File: src/sv/ale_pkg.sv
// ale_pkg: shared constants, operation and status codes, and the types
// passed between the list cells, the match groups and the top level.
// No dependencies.
`timescale 1ns / 1ps
`default_nettype none

package ale_pkg;

   localparam int DEPTH   = 64;
   localparam int IDX_W   = 6;
   localparam int WORD_W  = 8;
   localparam int STAT_W  = 2;
   localparam int COUNT_W = 7;
   localparam int FUNC_W  = 3;
   localparam int CNT_W   = $clog2(DEPTH + 1);
   localparam int WIDE_W  = CNT_W + IDX_W;
   localparam int GRP_N   = 8;
   localparam int OFS_W   = $clog2(GRP_N);
   localparam int NGRP    = (DEPTH + GRP_N - 1) / GRP_N;
   localparam int NPAD    = NGRP * GRP_N;

   localparam logic [FUNC_W-1:0] FN_APPEND = 3'd0;
   localparam logic [FUNC_W-1:0] FN_INSERT = 3'd1;
   localparam logic [FUNC_W-1:0] FN_DELETE = 3'd2;
   localparam logic [FUNC_W-1:0] FN_GET    = 3'd3;
   localparam logic [FUNC_W-1:0] FN_SET    = 3'd4;
   localparam logic [FUNC_W-1:0] FN_FIND   = 3'd5;

   localparam logic [STAT_W-1:0] ST_OK        = 2'd0;
   localparam logic [STAT_W-1:0] ST_BAD_INDEX = 2'd1;
   localparam logic [STAT_W-1:0] ST_FULL      = 2'd2;
   localparam logic [STAT_W-1:0] ST_NOT_FOUND = 2'd3;

   // broadcast from the top level to every cell
   typedef struct packed {
      logic              shift_up;
      logic              shift_down;
      logic              write;
      logic              get;
      logic              find;
      logic [WIDE_W-1:0] pivot;
      logic [WIDE_W-1:0] wr_pos;
      logic [WIDE_W-1:0] fill;
      logic [WORD_W-1:0] value;
   } cmd_type;

   // lowest hit within one group of cells
   typedef struct packed {
      logic              found;
      logic [OFS_W-1:0]  offset;
      logic [WORD_W-1:0] data;
   } grp_type;

endpackage

`default_nettype wire

File: src/sv/array_list_engine.sv
// array_list_engine: bounded ordered list of bytes, top level.
// Depends on ale_pkg, ale_cell, ale_group.
//
// Every command passes from acceptance to its result word through the
// cells, which shift or load at the accepting edge and flag their hits,
// the group priority stage, which registers the lowest hit of each eight
// cells, and the final stage, which combines the groups into the registered
// result. busy rises at the accepting edge and falls as the result strobe
// is shown, when a new command may be accepted. Results cannot be stalled.
`timescale 1ns / 1ps
`default_nettype none

module array_list_engine (
   input  wire logic                          clock,
   input  wire logic                          reset,
   input  wire logic                          start,
   output logic                               busy,
   input  wire logic [ale_pkg::FUNC_W-1:0]    req_func,
   input  wire logic [ale_pkg::IDX_W-1:0]     req_index,
   input  wire logic [ale_pkg::WORD_W-1:0]    req_value,
   output logic                               rsp_strobe,
   output logic      [ale_pkg::STAT_W-1:0]    rsp_status,
   output logic      [ale_pkg::WORD_W-1:0]    rsp_data,
   output logic      [ale_pkg::IDX_W-1:0]     rsp_position,
   output logic      [ale_pkg::COUNT_W-1:0]   rsp_count
);

   typedef enum logic [2:0] {
      S_IDLE  = 3'b001,
      S_GROUP = 3'b010,
      S_REPLY = 3'b100
   } state_type;

   state_type                                   state_ff, state_in;
   logic [ale_pkg::CNT_W-1:0]                   fill_ff, fill_in;
   logic [ale_pkg::STAT_W-1:0]                  status_ff, status_in;
   logic                                        find_ff, find_in;
   logic                                        get_ff, get_in;
   ale_pkg::grp_type                            grp_ff [ale_pkg::NGRP];
   ale_pkg::grp_type                            grp_in [ale_pkg::NGRP];
   logic                                        strobe_ff, strobe_in;
   logic [ale_pkg::STAT_W-1:0]                  rsp_status_ff, rsp_status_in;
   logic [ale_pkg::WORD_W-1:0]                  rsp_data_ff, rsp_data_in;
   logic [ale_pkg::IDX_W-1:0]                   rsp_position_ff, rsp_position_in;
   logic [ale_pkg::COUNT_W-1:0]                 rsp_count_ff, rsp_count_in;

   ale_pkg::cmd_type                            cmd;
   logic                                        accept;
   logic [ale_pkg::WIDE_W-1:0]                  idx_w, fill_w;
   logic                                        full, idx_in_list, idx_le_fill;

   logic [ale_pkg::DEPTH-1:0][ale_pkg::WORD_W-1:0] cell_data, left_data, right_data;
   logic [ale_pkg::DEPTH-1:0]                   cell_hit;
   logic [ale_pkg::NPAD-1:0][ale_pkg::WORD_W-1:0]  data_pad;
   logic [ale_pkg::NPAD-1:0]                    hit_pad;

   logic                                        found;
   logic [ale_pkg::WIDE_W-1:0]                  found_pos, wide_count;
   logic [ale_pkg::WORD_W-1:0]                  found_data;

   assign accept      = start && (state_ff == S_IDLE);
   assign busy        = (state_ff != S_IDLE);
   assign idx_w       = ale_pkg::WIDE_W'(req_index);
   assign fill_w      = ale_pkg::WIDE_W'(fill_ff);
   assign full        = (fill_ff == ale_pkg::CNT_W'(ale_pkg::DEPTH));
   assign idx_in_list = (idx_w < fill_w);
   assign idx_le_fill = (idx_w <= fill_w);

   // command decode
   always_comb begin
      cmd        = '0;
      cmd.pivot  = idx_w;
      cmd.wr_pos = idx_w;
      cmd.fill   = fill_w;
      cmd.value  = req_value;
      fill_in    = fill_ff;
      status_in  = status_ff;
      find_in    = find_ff;
      get_in     = get_ff;
      if (accept) begin
         status_in = ale_pkg::ST_OK;
         find_in   = 1'b0;
         get_in    = 1'b0;
         unique case (req_func)
            ale_pkg::FN_APPEND: begin
               if (full) begin
                  status_in = ale_pkg::ST_FULL;
               end else begin
                  cmd.write  = 1'b1;
                  cmd.wr_pos = fill_w;
                  fill_in    = fill_ff + ale_pkg::CNT_W'(1);
               end
            end
            ale_pkg::FN_INSERT: begin
               if (!idx_le_fill) begin
                  status_in = ale_pkg::ST_BAD_INDEX;
               end else if (full) begin
                  status_in = ale_pkg::ST_FULL;
               end else begin
                  cmd.shift_up = 1'b1;
                  fill_in      = fill_ff + ale_pkg::CNT_W'(1);
               end
            end
            ale_pkg::FN_DELETE: begin
               if (!idx_in_list) begin
                  status_in = ale_pkg::ST_BAD_INDEX;
               end else begin
                  cmd.shift_down = 1'b1;
                  fill_in        = fill_ff - ale_pkg::CNT_W'(1);
               end
            end
            ale_pkg::FN_GET: begin
               if (!idx_in_list) begin
                  status_in = ale_pkg::ST_BAD_INDEX;
               end else begin
                  cmd.get = 1'b1;
                  get_in  = 1'b1;
               end
            end
            ale_pkg::FN_SET: begin
               if (!idx_in_list) begin
                  status_in = ale_pkg::ST_BAD_INDEX;
               end else begin
                  cmd.write = 1'b1;
               end
            end
            ale_pkg::FN_FIND: begin
               cmd.find = 1'b1;
               find_in  = 1'b1;
            end
            default: begin
            end
         endcase
      end
   end

   // cell row
   for (genvar k = 0; k < ale_pkg::DEPTH; k++) begin : g_cell
      if (k == 0) begin : g_first
         assign left_data[k] = '0;
      end else begin : g_mid_l
         assign left_data[k] = cell_data[k-1];
      end
      if (k == ale_pkg::DEPTH - 1) begin : g_last
         assign right_data[k] = cell_data[k];
      end else begin : g_mid_r
         assign right_data[k] = cell_data[k+1];
      end

      ale_cell u_cell (
         .clock      (clock),
         .pos        (ale_pkg::WIDE_W'(k)),
         .cmd        (cmd),
         .left_data  (left_data[k]),
         .right_data (right_data[k]),
         .data_ff    (cell_data[k]),
         .hit_ff     (cell_hit[k])
      );
   end

   for (genvar k = 0; k < ale_pkg::NPAD; k++) begin : g_pad
      if (k < ale_pkg::DEPTH) begin : g_real
         assign hit_pad[k]  = cell_hit[k];
         assign data_pad[k] = cell_data[k];
      end else begin : g_fill
         assign hit_pad[k]  = 1'b0;
         assign data_pad[k] = '0;
      end
   end

   for (genvar g = 0; g < ale_pkg::NGRP; g++) begin : g_grp
      ale_group u_group (
         .hits   (hit_pad[g*ale_pkg::GRP_N +: ale_pkg::GRP_N]),
         .data   (data_pad[g*ale_pkg::GRP_N +: ale_pkg::GRP_N]),
         .result (grp_in[g])
      );
   end

   // final priority over groups
   always_comb begin
      found      = 1'b0;
      found_pos  = '0;
      found_data = '0;
      for (int g = ale_pkg::NGRP - 1; g >= 0; g--) begin
         if (grp_ff[g].found) begin
            found      = 1'b1;
            found_pos  = ale_pkg::WIDE_W'(g * ale_pkg::GRP_N) +
                         ale_pkg::WIDE_W'(grp_ff[g].offset);
            found_data = grp_ff[g].data;
         end
      end
   end

   assign wide_count = ale_pkg::WIDE_W'(fill_ff);

   always_comb begin
      state_in        = state_ff;
      strobe_in       = 1'b0;
      rsp_status_in   = rsp_status_ff;
      rsp_data_in     = rsp_data_ff;
      rsp_position_in = rsp_position_ff;
      rsp_count_in    = rsp_count_ff;
      unique case (state_ff)
         S_IDLE: begin
            if (accept) begin
               state_in = S_GROUP;
            end
         end
         S_GROUP: begin
            state_in = S_REPLY;
         end
         S_REPLY: begin
            state_in        = S_IDLE;
            strobe_in       = 1'b1;
            rsp_count_in    = wide_count[ale_pkg::COUNT_W-1:0];
            rsp_data_in     = '0;
            rsp_position_in = '0;
            rsp_status_in   = status_ff;
            if (find_ff) begin
               if (found) begin
                  rsp_status_in   = ale_pkg::ST_OK;
                  rsp_position_in = found_pos[ale_pkg::IDX_W-1:0];
               end else begin
                  rsp_status_in = ale_pkg::ST_NOT_FOUND;
               end
            end else if (get_ff) begin
               rsp_data_in = found_data;
            end
         end
         default: begin
            state_in = S_IDLE;
         end
      endcase
   end

   always_ff @(posedge clock) begin
      if (reset) begin
         state_ff  <= S_IDLE;
         fill_ff   <= '0;
         strobe_ff <= 1'b0;
      end else begin
         state_ff  <= state_in;
         fill_ff   <= fill_in;
         strobe_ff <= strobe_in;
      end
   end

   always_ff @(posedge clock) begin
      status_ff       <= status_in;
      find_ff         <= find_in;
      get_ff          <= get_in;
      grp_ff          <= grp_in;
      rsp_status_ff   <= rsp_status_in;
      rsp_data_ff     <= rsp_data_in;
      rsp_position_ff <= rsp_position_in;
      rsp_count_ff    <= rsp_count_in;
   end

   assign rsp_strobe   = strobe_ff;
   assign rsp_status   = rsp_status_ff;
   assign rsp_data     = rsp_data_ff;
   assign rsp_position = rsp_position_ff;
   assign rsp_count    = rsp_count_ff;

endmodule

`default_nettype wire

File: src/sv/ale_cell.sv
// ale_cell: one list entry. Holds a word, takes a neighbor's word on a
// shift, loads on a write, and registers a hit flag for get and find.
// Depends on ale_pkg.
`timescale 1ns / 1ps
`default_nettype none

module ale_cell (
   input  wire logic                         clock,
   input  wire logic [ale_pkg::WIDE_W-1:0]   pos,
   input  wire ale_pkg::cmd_type             cmd,
   input  wire logic [ale_pkg::WORD_W-1:0]   left_data,
   input  wire logic [ale_pkg::WORD_W-1:0]   right_data,
   output logic      [ale_pkg::WORD_W-1:0]   data_ff,
   output logic                              hit_ff
);

   logic [ale_pkg::WORD_W-1:0] data_in;
   logic                       hit_in;

   always_comb begin
      data_in = data_ff;
      if (cmd.shift_up) begin
         if (pos > cmd.pivot) begin
            data_in = left_data;
         end else if (pos == cmd.pivot) begin
            data_in = cmd.value;
         end
      end else if (cmd.shift_down) begin
         if (pos >= cmd.pivot) begin
            data_in = right_data;
         end
      end else if (cmd.write && (pos == cmd.wr_pos)) begin
         data_in = cmd.value;
      end
   end

   assign hit_in = (cmd.get && (pos == cmd.pivot)) ||
                   (cmd.find && (pos < cmd.fill) && (data_ff == cmd.value));

   always_ff @(posedge clock) begin
      data_ff <= data_in;
      hit_ff  <= hit_in;
   end

endmodule

`default_nettype wire

File: src/sv/ale_group.sv
// ale_group: picks the lowest hit among one group of cells and its word.
// Depends on ale_pkg.
`timescale 1ns / 1ps
`default_nettype none

module ale_group (
   input  wire logic [ale_pkg::GRP_N-1:0]                     hits,
   input  wire logic [ale_pkg::GRP_N-1:0][ale_pkg::WORD_W-1:0] data,
   output ale_pkg::grp_type                                   result
);

   always_comb begin
      result = '0;
      for (int i = ale_pkg::GRP_N - 1; i >= 0; i--) begin
         if (hits[i]) begin
            result.found  = 1'b1;
            result.offset = ale_pkg::OFS_W'(i);
            result.data   = data[i];
         end
      end
   end

endmodule

`default_nettype wire

File: config.mk
export PLATFORM = sky130hd
export DESIGN_NAME = array_list_engine
export DESIGN_NICKNAME = d
export VERILOG_FILES = /design/src/sv/ale_pkg.sv /design/src/sv/array_list_engine.sv /design/src/sv/ale_cell.sv /design/src/sv/ale_group.sv
export SDC_FILE = /design/constraint.sdc
export NUM_CORES = 2
export LEC_CHECK = 0
export BUFFER_PORTS_ARGS = -buffer_cell sky130_fd_sc_hd__buf_4
export CAP_MARGIN = 20
export CORE_MARGIN = 2
export CORE_UTILIZATION = 35
export CTS_BUF_LIST = sky130_fd_sc_hd__clkbuf_8 sky130_fd_sc_hd__clkbuf_16
export CTS_CLUSTER_SIZE = 8
export DETAILED_ROUTE_END_ITERATION = 6
export REMOVE_ABC_BUFFERS = 1
export SYNTH_ARGS = -nofsm -noshare
export SYNTH_HDL_FRONTEND = slang
export SYNTH_SLANG_ARGS = --single-unit
export TNS_END_PERCENT = 5
File: constraint.sdc
create_clock -name clock -period 4.5 [get_ports clock]
set_input_delay 0.9 -clock clock [delete_from_list [all_inputs] [get_ports clock]]
set_output_delay 0.9 -clock clock [all_outputs]
set_load 0.02 [all_outputs]
After elaboration in Yosys (flattened, before gate mapping):

Index checks and enable logic that the tools add are counted.

* mux-type cells: 496
* reduce and logical (&&, ||, !) cells: 482
* $lt $le $gt $ge: 193
* equal/unequal tests: 331
* bitwise gates (word level): 3
* $add $sub $neg: 9

Operator list (count)
* 8-bit 2-to-1 mux: 399
* 8-bit equality test: 64
* 3-bit by 1-bit inequality test with 1-bit output (second input constant): 128
* 11-bit 2-to-1 mux: 24
* 1-bit logical AND: 257
* 6-bit by 7-bit equality test with 1-bit output (first input constant): 32
* 6-bit by 7-bit less-than comparator with 1-bit output (first input constant): 32
* 6-bit equality test (first input constant): 32
* 6-bit greater-than comparator (first input constant): 32
* 3-bit AND reduction: 64
* 3-bit nonzero test: 64
* 6-bit >= comparator (first input constant): 31
* 10-bit 2-to-1 mux: 16
* 5-bit by 7-bit equality test with 1-bit output (first input constant): 16
* 5-bit by 7-bit less-than comparator with 1-bit output (first input constant): 16
* 5-bit by 6-bit equality test with 1-bit output (first input constant): 16
* 5-bit by 6-bit >= comparator with 1-bit output (first input constant): 16
* 5-bit by 6-bit greater-than comparator with 1-bit output (first input constant): 16
* 12-bit 2-to-1 mux: 8
* 9-bit 2-to-1 mux: 8
* 1-bit logical OR: 64
* 4-bit by 7-bit equality test with 1-bit output (first input constant): 8
* 4-bit by 7-bit less-than comparator with 1-bit output (first input constant): 8
* 7-bit OR reduction: 8
* other kinds (50): 155

* bits of input ports: 20
* output and inout port bits: 25
* register bits after elaboration: 710
* logic and storage cells: 1693

Depth between registers and ports, before layout:

* depth after elaboration: 10
* mapped depth: 14
* depth with buffers taken out: 8

By module:

A second synthesis with hierarchy kept.

* cell total of the unflattened synthesis: 11052
* area total of the unflattened synthesis: 99421.6 um2

By module, submodules not included
* ale_cell at g_cell[0].u_cell ...: times used 53, cells an instance 149, area an instance 1383.8 um2, sequential area each 260.2 um2
* ale_cell at g_cell[58].u_cell ...: times used 11, cells an instance 186, area an instance 1556.5 um2, sequential area each 260.2 um2
* ale_group: times used 8, cells an instance 91, area an instance 563.0 um2, sequential area each 0.0 um2
* array_list_engine: times used 1, cells an instance 381, area an instance 4453.0 um2, sequential area each 2952.8 um2

Worst setup path before layout:

Ideal clock, no wire load.

* path type: reg2reg
* from: register fill_ff[2] (netlist bit)
* to: register g_cell[6].u_cell.data_ff[0] (netlist bit) (enable)
* slack: 0.852 ns
* stages on the path, launching flop included: 14
* arrival time: 3.272 ns
* setup time: 0.376 ns
* required time: 4.124 ns
* buffers on the path: 5
* period minus slack after synthesis: 3.648 ns
* cells stage by stage: dfxtp_1 -> clkbuf_1 -> clkbuf_1 -> clkinv_1 -> ha_1 -> a21oi_1 -> a21boi_1 -> or4_1 -> buf_2 -> buf_6 -> o21ai_4 -> buf_4 -> nand2_1 -> o22ai_1

* word-level cells in the longest chain between the ends: 8
* elaborated cells between the ends (all ways): 19
* those cells by class: order compare: 2; eq/ne: 4; mux: 10; reduce/logical: 3

Ends and longest elaborated chain
* start, declared: line array_list_engine.sv:35 `logic [ale_pkg::CNT_W-1:0] fill_ff, fill_in;`
* start signal, assigned: line array_list_engine.sv:243 `fill_ff <= fill_in;`
* branches (longest 7 deep; another with 6-bit by 7-bit less-than comparator with 1-bit output)
* 3-bit AND reduction (no source line) (*)
* end signal, assigned: line ale_cell.sv:41 `data_ff <= data_in;`
* end, declared: line ale_cell.sv:13 `output logic [ale_pkg::WORD_W-1:0] data_ff,`

Every way passes the cells marked *.
A chain may end at the register's enable or synchronous reset.

Final worst setup path:

* from: register fill_ff[0] (netlist bit)
* to: register g_cell[13].u_cell.data_ff[2] (netlist bit) (enable)

* word-level cells in the longest chain between the ends: 8
* elaborated cells between the ends (all ways): 19
* those cells by class: order compare: 2; eq/ne: 4; mux: 10; reduce/logical: 3

Ends and longest elaborated chain (line)
* branches (longest 7 deep; another with 6-bit by 7-bit less-than comparator with 1-bit output)
* 3-bit AND reduction (no source line) (*)
* end signal, assigned: ale_cell.sv:41
* end, declared: ale_cell.sv:13

Marked as above.

==> results.txt <==
The flow ran to the end, but the final reports show violations. The checks that failed: DRC. The startpoint identified for the worst register-to-register timing path is fill_ff[0]$_SDFFE_PP0P_. The share of power burned in the clock network is 45.6%. The congestion estimate from routability-driven global placement came to 1.04. The layout-stage area growth over the synthesis result came out at 14.4%. The time the worst path needs with I/O delays and setup is 3.76 ns. The worst hold path belongs to the class reg2reg. The number of levels in the clock H-tree is 3.

The final setup skew came out at 0.0580 ns. Among the stages of the critical path, the cell type that occurs most often is sky130_fd_sc_hd__buf_4. In this run the power spent charging and discharging nets is 4.20 mW. The count of mapped cells out of synthesis is between 4k and 5k. The floorplan has 127 rows. The register share of total power came out at 45.5%.

The worst IR drop on VDD is 0.290 mV. The vias after detailed routing came out at slightly below 40k. The via count of the first global-routing pass came out at 36.4k. The number of antenna violations at the first check in global routing is 14. The via density per instance came out at 6.53. The internal power consumption is 11.7 mW.

The multi-input gate area in the final layout is 20900 um^2. The static leakage power is 15.6 nW. The count of buffers from port buffering is 44. The detailed router finished its first iteration with 6634 violations.

In this run the count of I/O pins placed on the die edge is 45. The net switching fraction of the power is 26.5%. On the critical path, the stage with the largest delay is an instance of sky130_fd_sc_hd__nor3b_1.

The width of the chip is 352 um. The startpoint of the tightest hold check path is g_cell[48].u_cell.hit_ff$_DFF_P_. The clock buffer count from CTS came out at 100. Setup violations remaining at the end of the flow were counted as 0. The die covers 124000 um^2. By area the synthesized netlist is led by sky130_fd_sc_hd__edfxtp_1, sky130_fd_sc_hd__dfxtp_1, sky130_fd_sc_hd__a22oi_1. Yosys instantiated no cell more often than sky130_fd_sc_hd__edfxtp_1. The share of power burned in combinational logic came out at approximately 8.9%. Averaged over all synthesized cells, the footprint is 9.72 um^2. The detailed-routing iteration count for the pre-antenna-repair pass came out at 7. The power per cell area is 328 nW/um^2. For the worst setup path, the data arrival time is 4.13 ns. The highest attainable clock frequency came out at around 270 MHz. Traced cell by cell, the critical path runs through inv_1, ha_1, nor3b_1, nand3_1, buf_4, a211o_1, o31ai_1, buf_4, nand3_1, o22ai_1, buf_4.

The final-report hold violation count was 0. From bottom edge to top edge, the die measures 352 um. In the final timing run, aggregate negative setup slack is 0 ns. In the final layout, flip-flops and latches occupy 19600 um^2. The post-CTS setup buffer count is 0. The worst path setup slack after routing came out at 0.742 ns. The pin count of the biggest net entering global routing came out at 193. Setup repair after global routing left no endpoint under its margin.

The most used flip-flop cell after synthesis is sky130_fd_sc_hd__edfxtp_1. The number of fill cells is 11.9k. The clock tree buffer depth came out at 3. The minimum setup slack after placement came out at ~0.47 ns.

The count of nets after finishing is around 4.4k. The worst hold slack across all endpoints came out at 0.468 ns. The delay of the slowest critical-path stage came out at 0.54 ns. Along the worst path, the maximum fanout reaches 8. The placement-stage cell area is about 45000 um^2. The total detailed-routing wirelength is ~190000 um. The post-cts resize count is 0. The cell area after layout is approximately 48000 um^2. The hold buffer count at CTS is 0. The fraction of final layout cells sized beyond drive strength 1 is 10.8%. The post-layout total power came out at 15.9 mW. The total global routing track utilization is 29.5%.

The actual transition at the worst max-transition pin came out at roughly 1.2 ns. The number of sinks handled by clock tree synthesis is 710. Dividing the final minimum period by the clock period gives 83.5%. The number of synthesized register bits is 710. The part of the Yosys area used for sequential elements came out at between 40% and 50%. The start-to-end type of the worst setup path is reg2reg. The global-route wire length before repair came out at 267000 um. The count of pins over their slew limit is 0. The total core area came out at 120000 um^2. The clock tree from TritonCTS is done. Once detail routing completed, the nets flagged for antenna violations numbered 0.

The worst setup path is launched from a register. The buffer cell driving the clock tree root is sky130_fd_sc_hd__clkbuf_16. After synthesis, the most frequently instantiated cells are sky130_fd_sc_hd__edfxtp_1, sky130_fd_sc_hd__o21ai_0, sky130_fd_sc_hd__a22oi_1.

The fraction of synthesized cell area taken by the top area cell type came out at roughly two fifths. Across the run, the number of max-cap violations was 0. The HPWL reported at the end of detailed placement came out at approximately 130000 um. The number of flops mapped to enable cells by yosys is 539.

Among cell families on the critical path, the largest total delay comes from simple AND/OR/NAND/NOR gates. Measured on the finished design, the core utilization comes to approximately two fifths. The summed instance area of the synthesized netlist came out at about 42000 um^2. The clock-pin slew on the worst setup and hold paths came out at ~0.060 ns. The average detailed-routed wire length per instance is about 31 um. The starting utilization of the core area is 35.3%.

The most critical setup path has its startpoint at fill_ff[0]$_SDFFE_PP0P_. The final non-filler cell total is slightly above 6k. The capturing element type of the critical path is a register.

The final routed DRC violation total came out at 5. The number of distinct library cell variants in the gate-level netlist after synthesis is 79. The worst pin sits at a relative slew slack of 22.0%.

The number of warning messages in the yosys log came out at 0. The buffering stage count on the worst path with inverters included came out at 4. The source-to-sink clock delay at the later pin of the worst-skew pair came out at 0.73 ns. The cell total after placement is 5878. The fraction of registers with async set/reset is 0%. Of all cell types, the one taking the most synthesized area is sky130_fd_sc_hd__edfxtp_1. For the worst setup path, the data required time is 4.88 ns.

After global routing the overflow that remains totals 0.
## worst register-to-register path: stages (launching register included)
cell                      delay, ns
sky130_fd_sc_hd__dfxtp_1       0.31
sky130_fd_sc_hd__inv_1         0.18
sky130_fd_sc_hd__ha_1          0.22
sky130_fd_sc_hd__nor3b_1       0.54
sky130_fd_sc_hd__nand3_1       0.20
sky130_fd_sc_hd__buf_4         0.20
sky130_fd_sc_hd__a211o_1       0.25
sky130_fd_sc_hd__o31ai_1       0.10
sky130_fd_sc_hd__buf_4         0.20
sky130_fd_sc_hd__nand3_1       0.51
sky130_fd_sc_hd__o22ai_1       0.42
sky130_fd_sc_hd__buf_4         0.27
## cell usage in the layout (no fill, tap or decap), types with 18 or more instances in the layout
cell,count
sky130_fd_sc_hd__a211oi_1,28
sky130_fd_sc_hd__a21o_1,18
sky130_fd_sc_hd__a21oi_1,291
sky130_fd_sc_hd__a221o_1,61
sky130_fd_sc_hd__a22oi_1,386
sky130_fd_sc_hd__a31oi_1,61
sky130_fd_sc_hd__a32oi_1,55
sky130_fd_sc_hd__and3_1,40
sky130_fd_sc_hd__buf_12,19
sky130_fd_sc_hd__buf_4,276
sky130_fd_sc_hd__clkbuf_16,101
sky130_fd_sc_hd__dfxtp_1,171
sky130_fd_sc_hd__edfxtp_1,539
sky130_fd_sc_hd__inv_1,158
sky130_fd_sc_hd__nand2_1,252
sky130_fd_sc_hd__nand3_1,100
sky130_fd_sc_hd__nand3b_1,53
sky130_fd_sc_hd__nand4_1,60
sky130_fd_sc_hd__nor2_1,105
sky130_fd_sc_hd__nor2b_1,35
sky130_fd_sc_hd__nor3_1,46
sky130_fd_sc_hd__nor4_1,81
sky130_fd_sc_hd__o211ai_1,78
sky130_fd_sc_hd__o21ai_0,508
sky130_fd_sc_hd__o22ai_1,79
sky130_fd_sc_hd__o31ai_1,42
sky130_fd_sc_hd__xnor2_1,221
sky130_fd_sc_hd__xor2_1,293
## cell families (layout without fill, tap and decap cells)
kind of cell / Yosys count / after routing / share of synthesized area [%]
fa+ha+maj: 9 / 9 / 0.266
mux: 15 / 15 / 0.382
xor+xnor: 514 / 514 / 10.7
other cells: 0 / 3 / 0
flops: 710 / 710 / 46.4
buf+inv: 471 / 574 / 4.35
compound gates: 1763 / 1763 / 27.0
simple gates: 868 / 868 / 10.9
## power groups by stage
| stage | combinational [mW] | sequential [mW] | clock (mW) |
|---|---|---|---|
| after floorplan | 0.677 | 7.32 | 0 |
| after global placement | 1.33 | 7.36 | 0 |
| after detailed placement | 1.35 | 7.36 | 0 |
| after CTS | 1.36 | 7.22 | 7.26 |
| after global routing | 1.46 | 7.23 | 7.51 |
| final | 1.41 | 7.23 | 7.24 |
## layer usage
| metal | share of wire, % | wire length, um | track usage [%] | vias to the layer above |
|---|---|---|---|---|
| met5 | 0.063 | 118 | 0 | - |
| met1 | 40 | 75600 | 40.8 | 19367 |
| li1 | - | - | - | 16829 |
| met3 | 12 | 22200 | 6.91 | 534 |
| met4 | 5.3 | 9940 | 14.2 | 18 |
| met2 | 43 | 80100 | 43.3 | 2866 |
## state kept, by name (all words and copies together) (netlist names)
name / flops
fill_ff: 7
find_ff: 1
g_cell.u_cell.data_ff: 512
g_cell.u_cell.hit_ff: 64
get_ff: 1
grp_ff: 96
rsp_count: 7
rsp_data: 8
rsp_position: 6
rsp_status: 2
rsp_strobe: 1
state_ff: 3
status_ff: 2
## path summary, 6_finish.rpt
check,endpoint,slack (ns),cells after the start
max reg2reg,g_cell[13].u_cell.data_ff[2]$_DFFE_PP_,0.74,11
min,grp_ff[20]$_SDFF_PP0_,0.47,1
max,g_cell[13].u_cell.data_ff[2]$_DFFE_PP_,0.74,11
min reg2reg,grp_ff[20]$_SDFF_PP0_,0.47,1
## area by class of cell
class	instances	share of cell area (%)
repair buffers	298	5.16
diodes	3	0.0155
clock buffers	104	5.31
clock inverters	82	0.885
flip-flops and latches	710	40.6
inverters	90	0.699
multi-input cells	3169	43.2
well taps	1612	4.17
No activity file was read; power rests on OpenSTA's default activity.
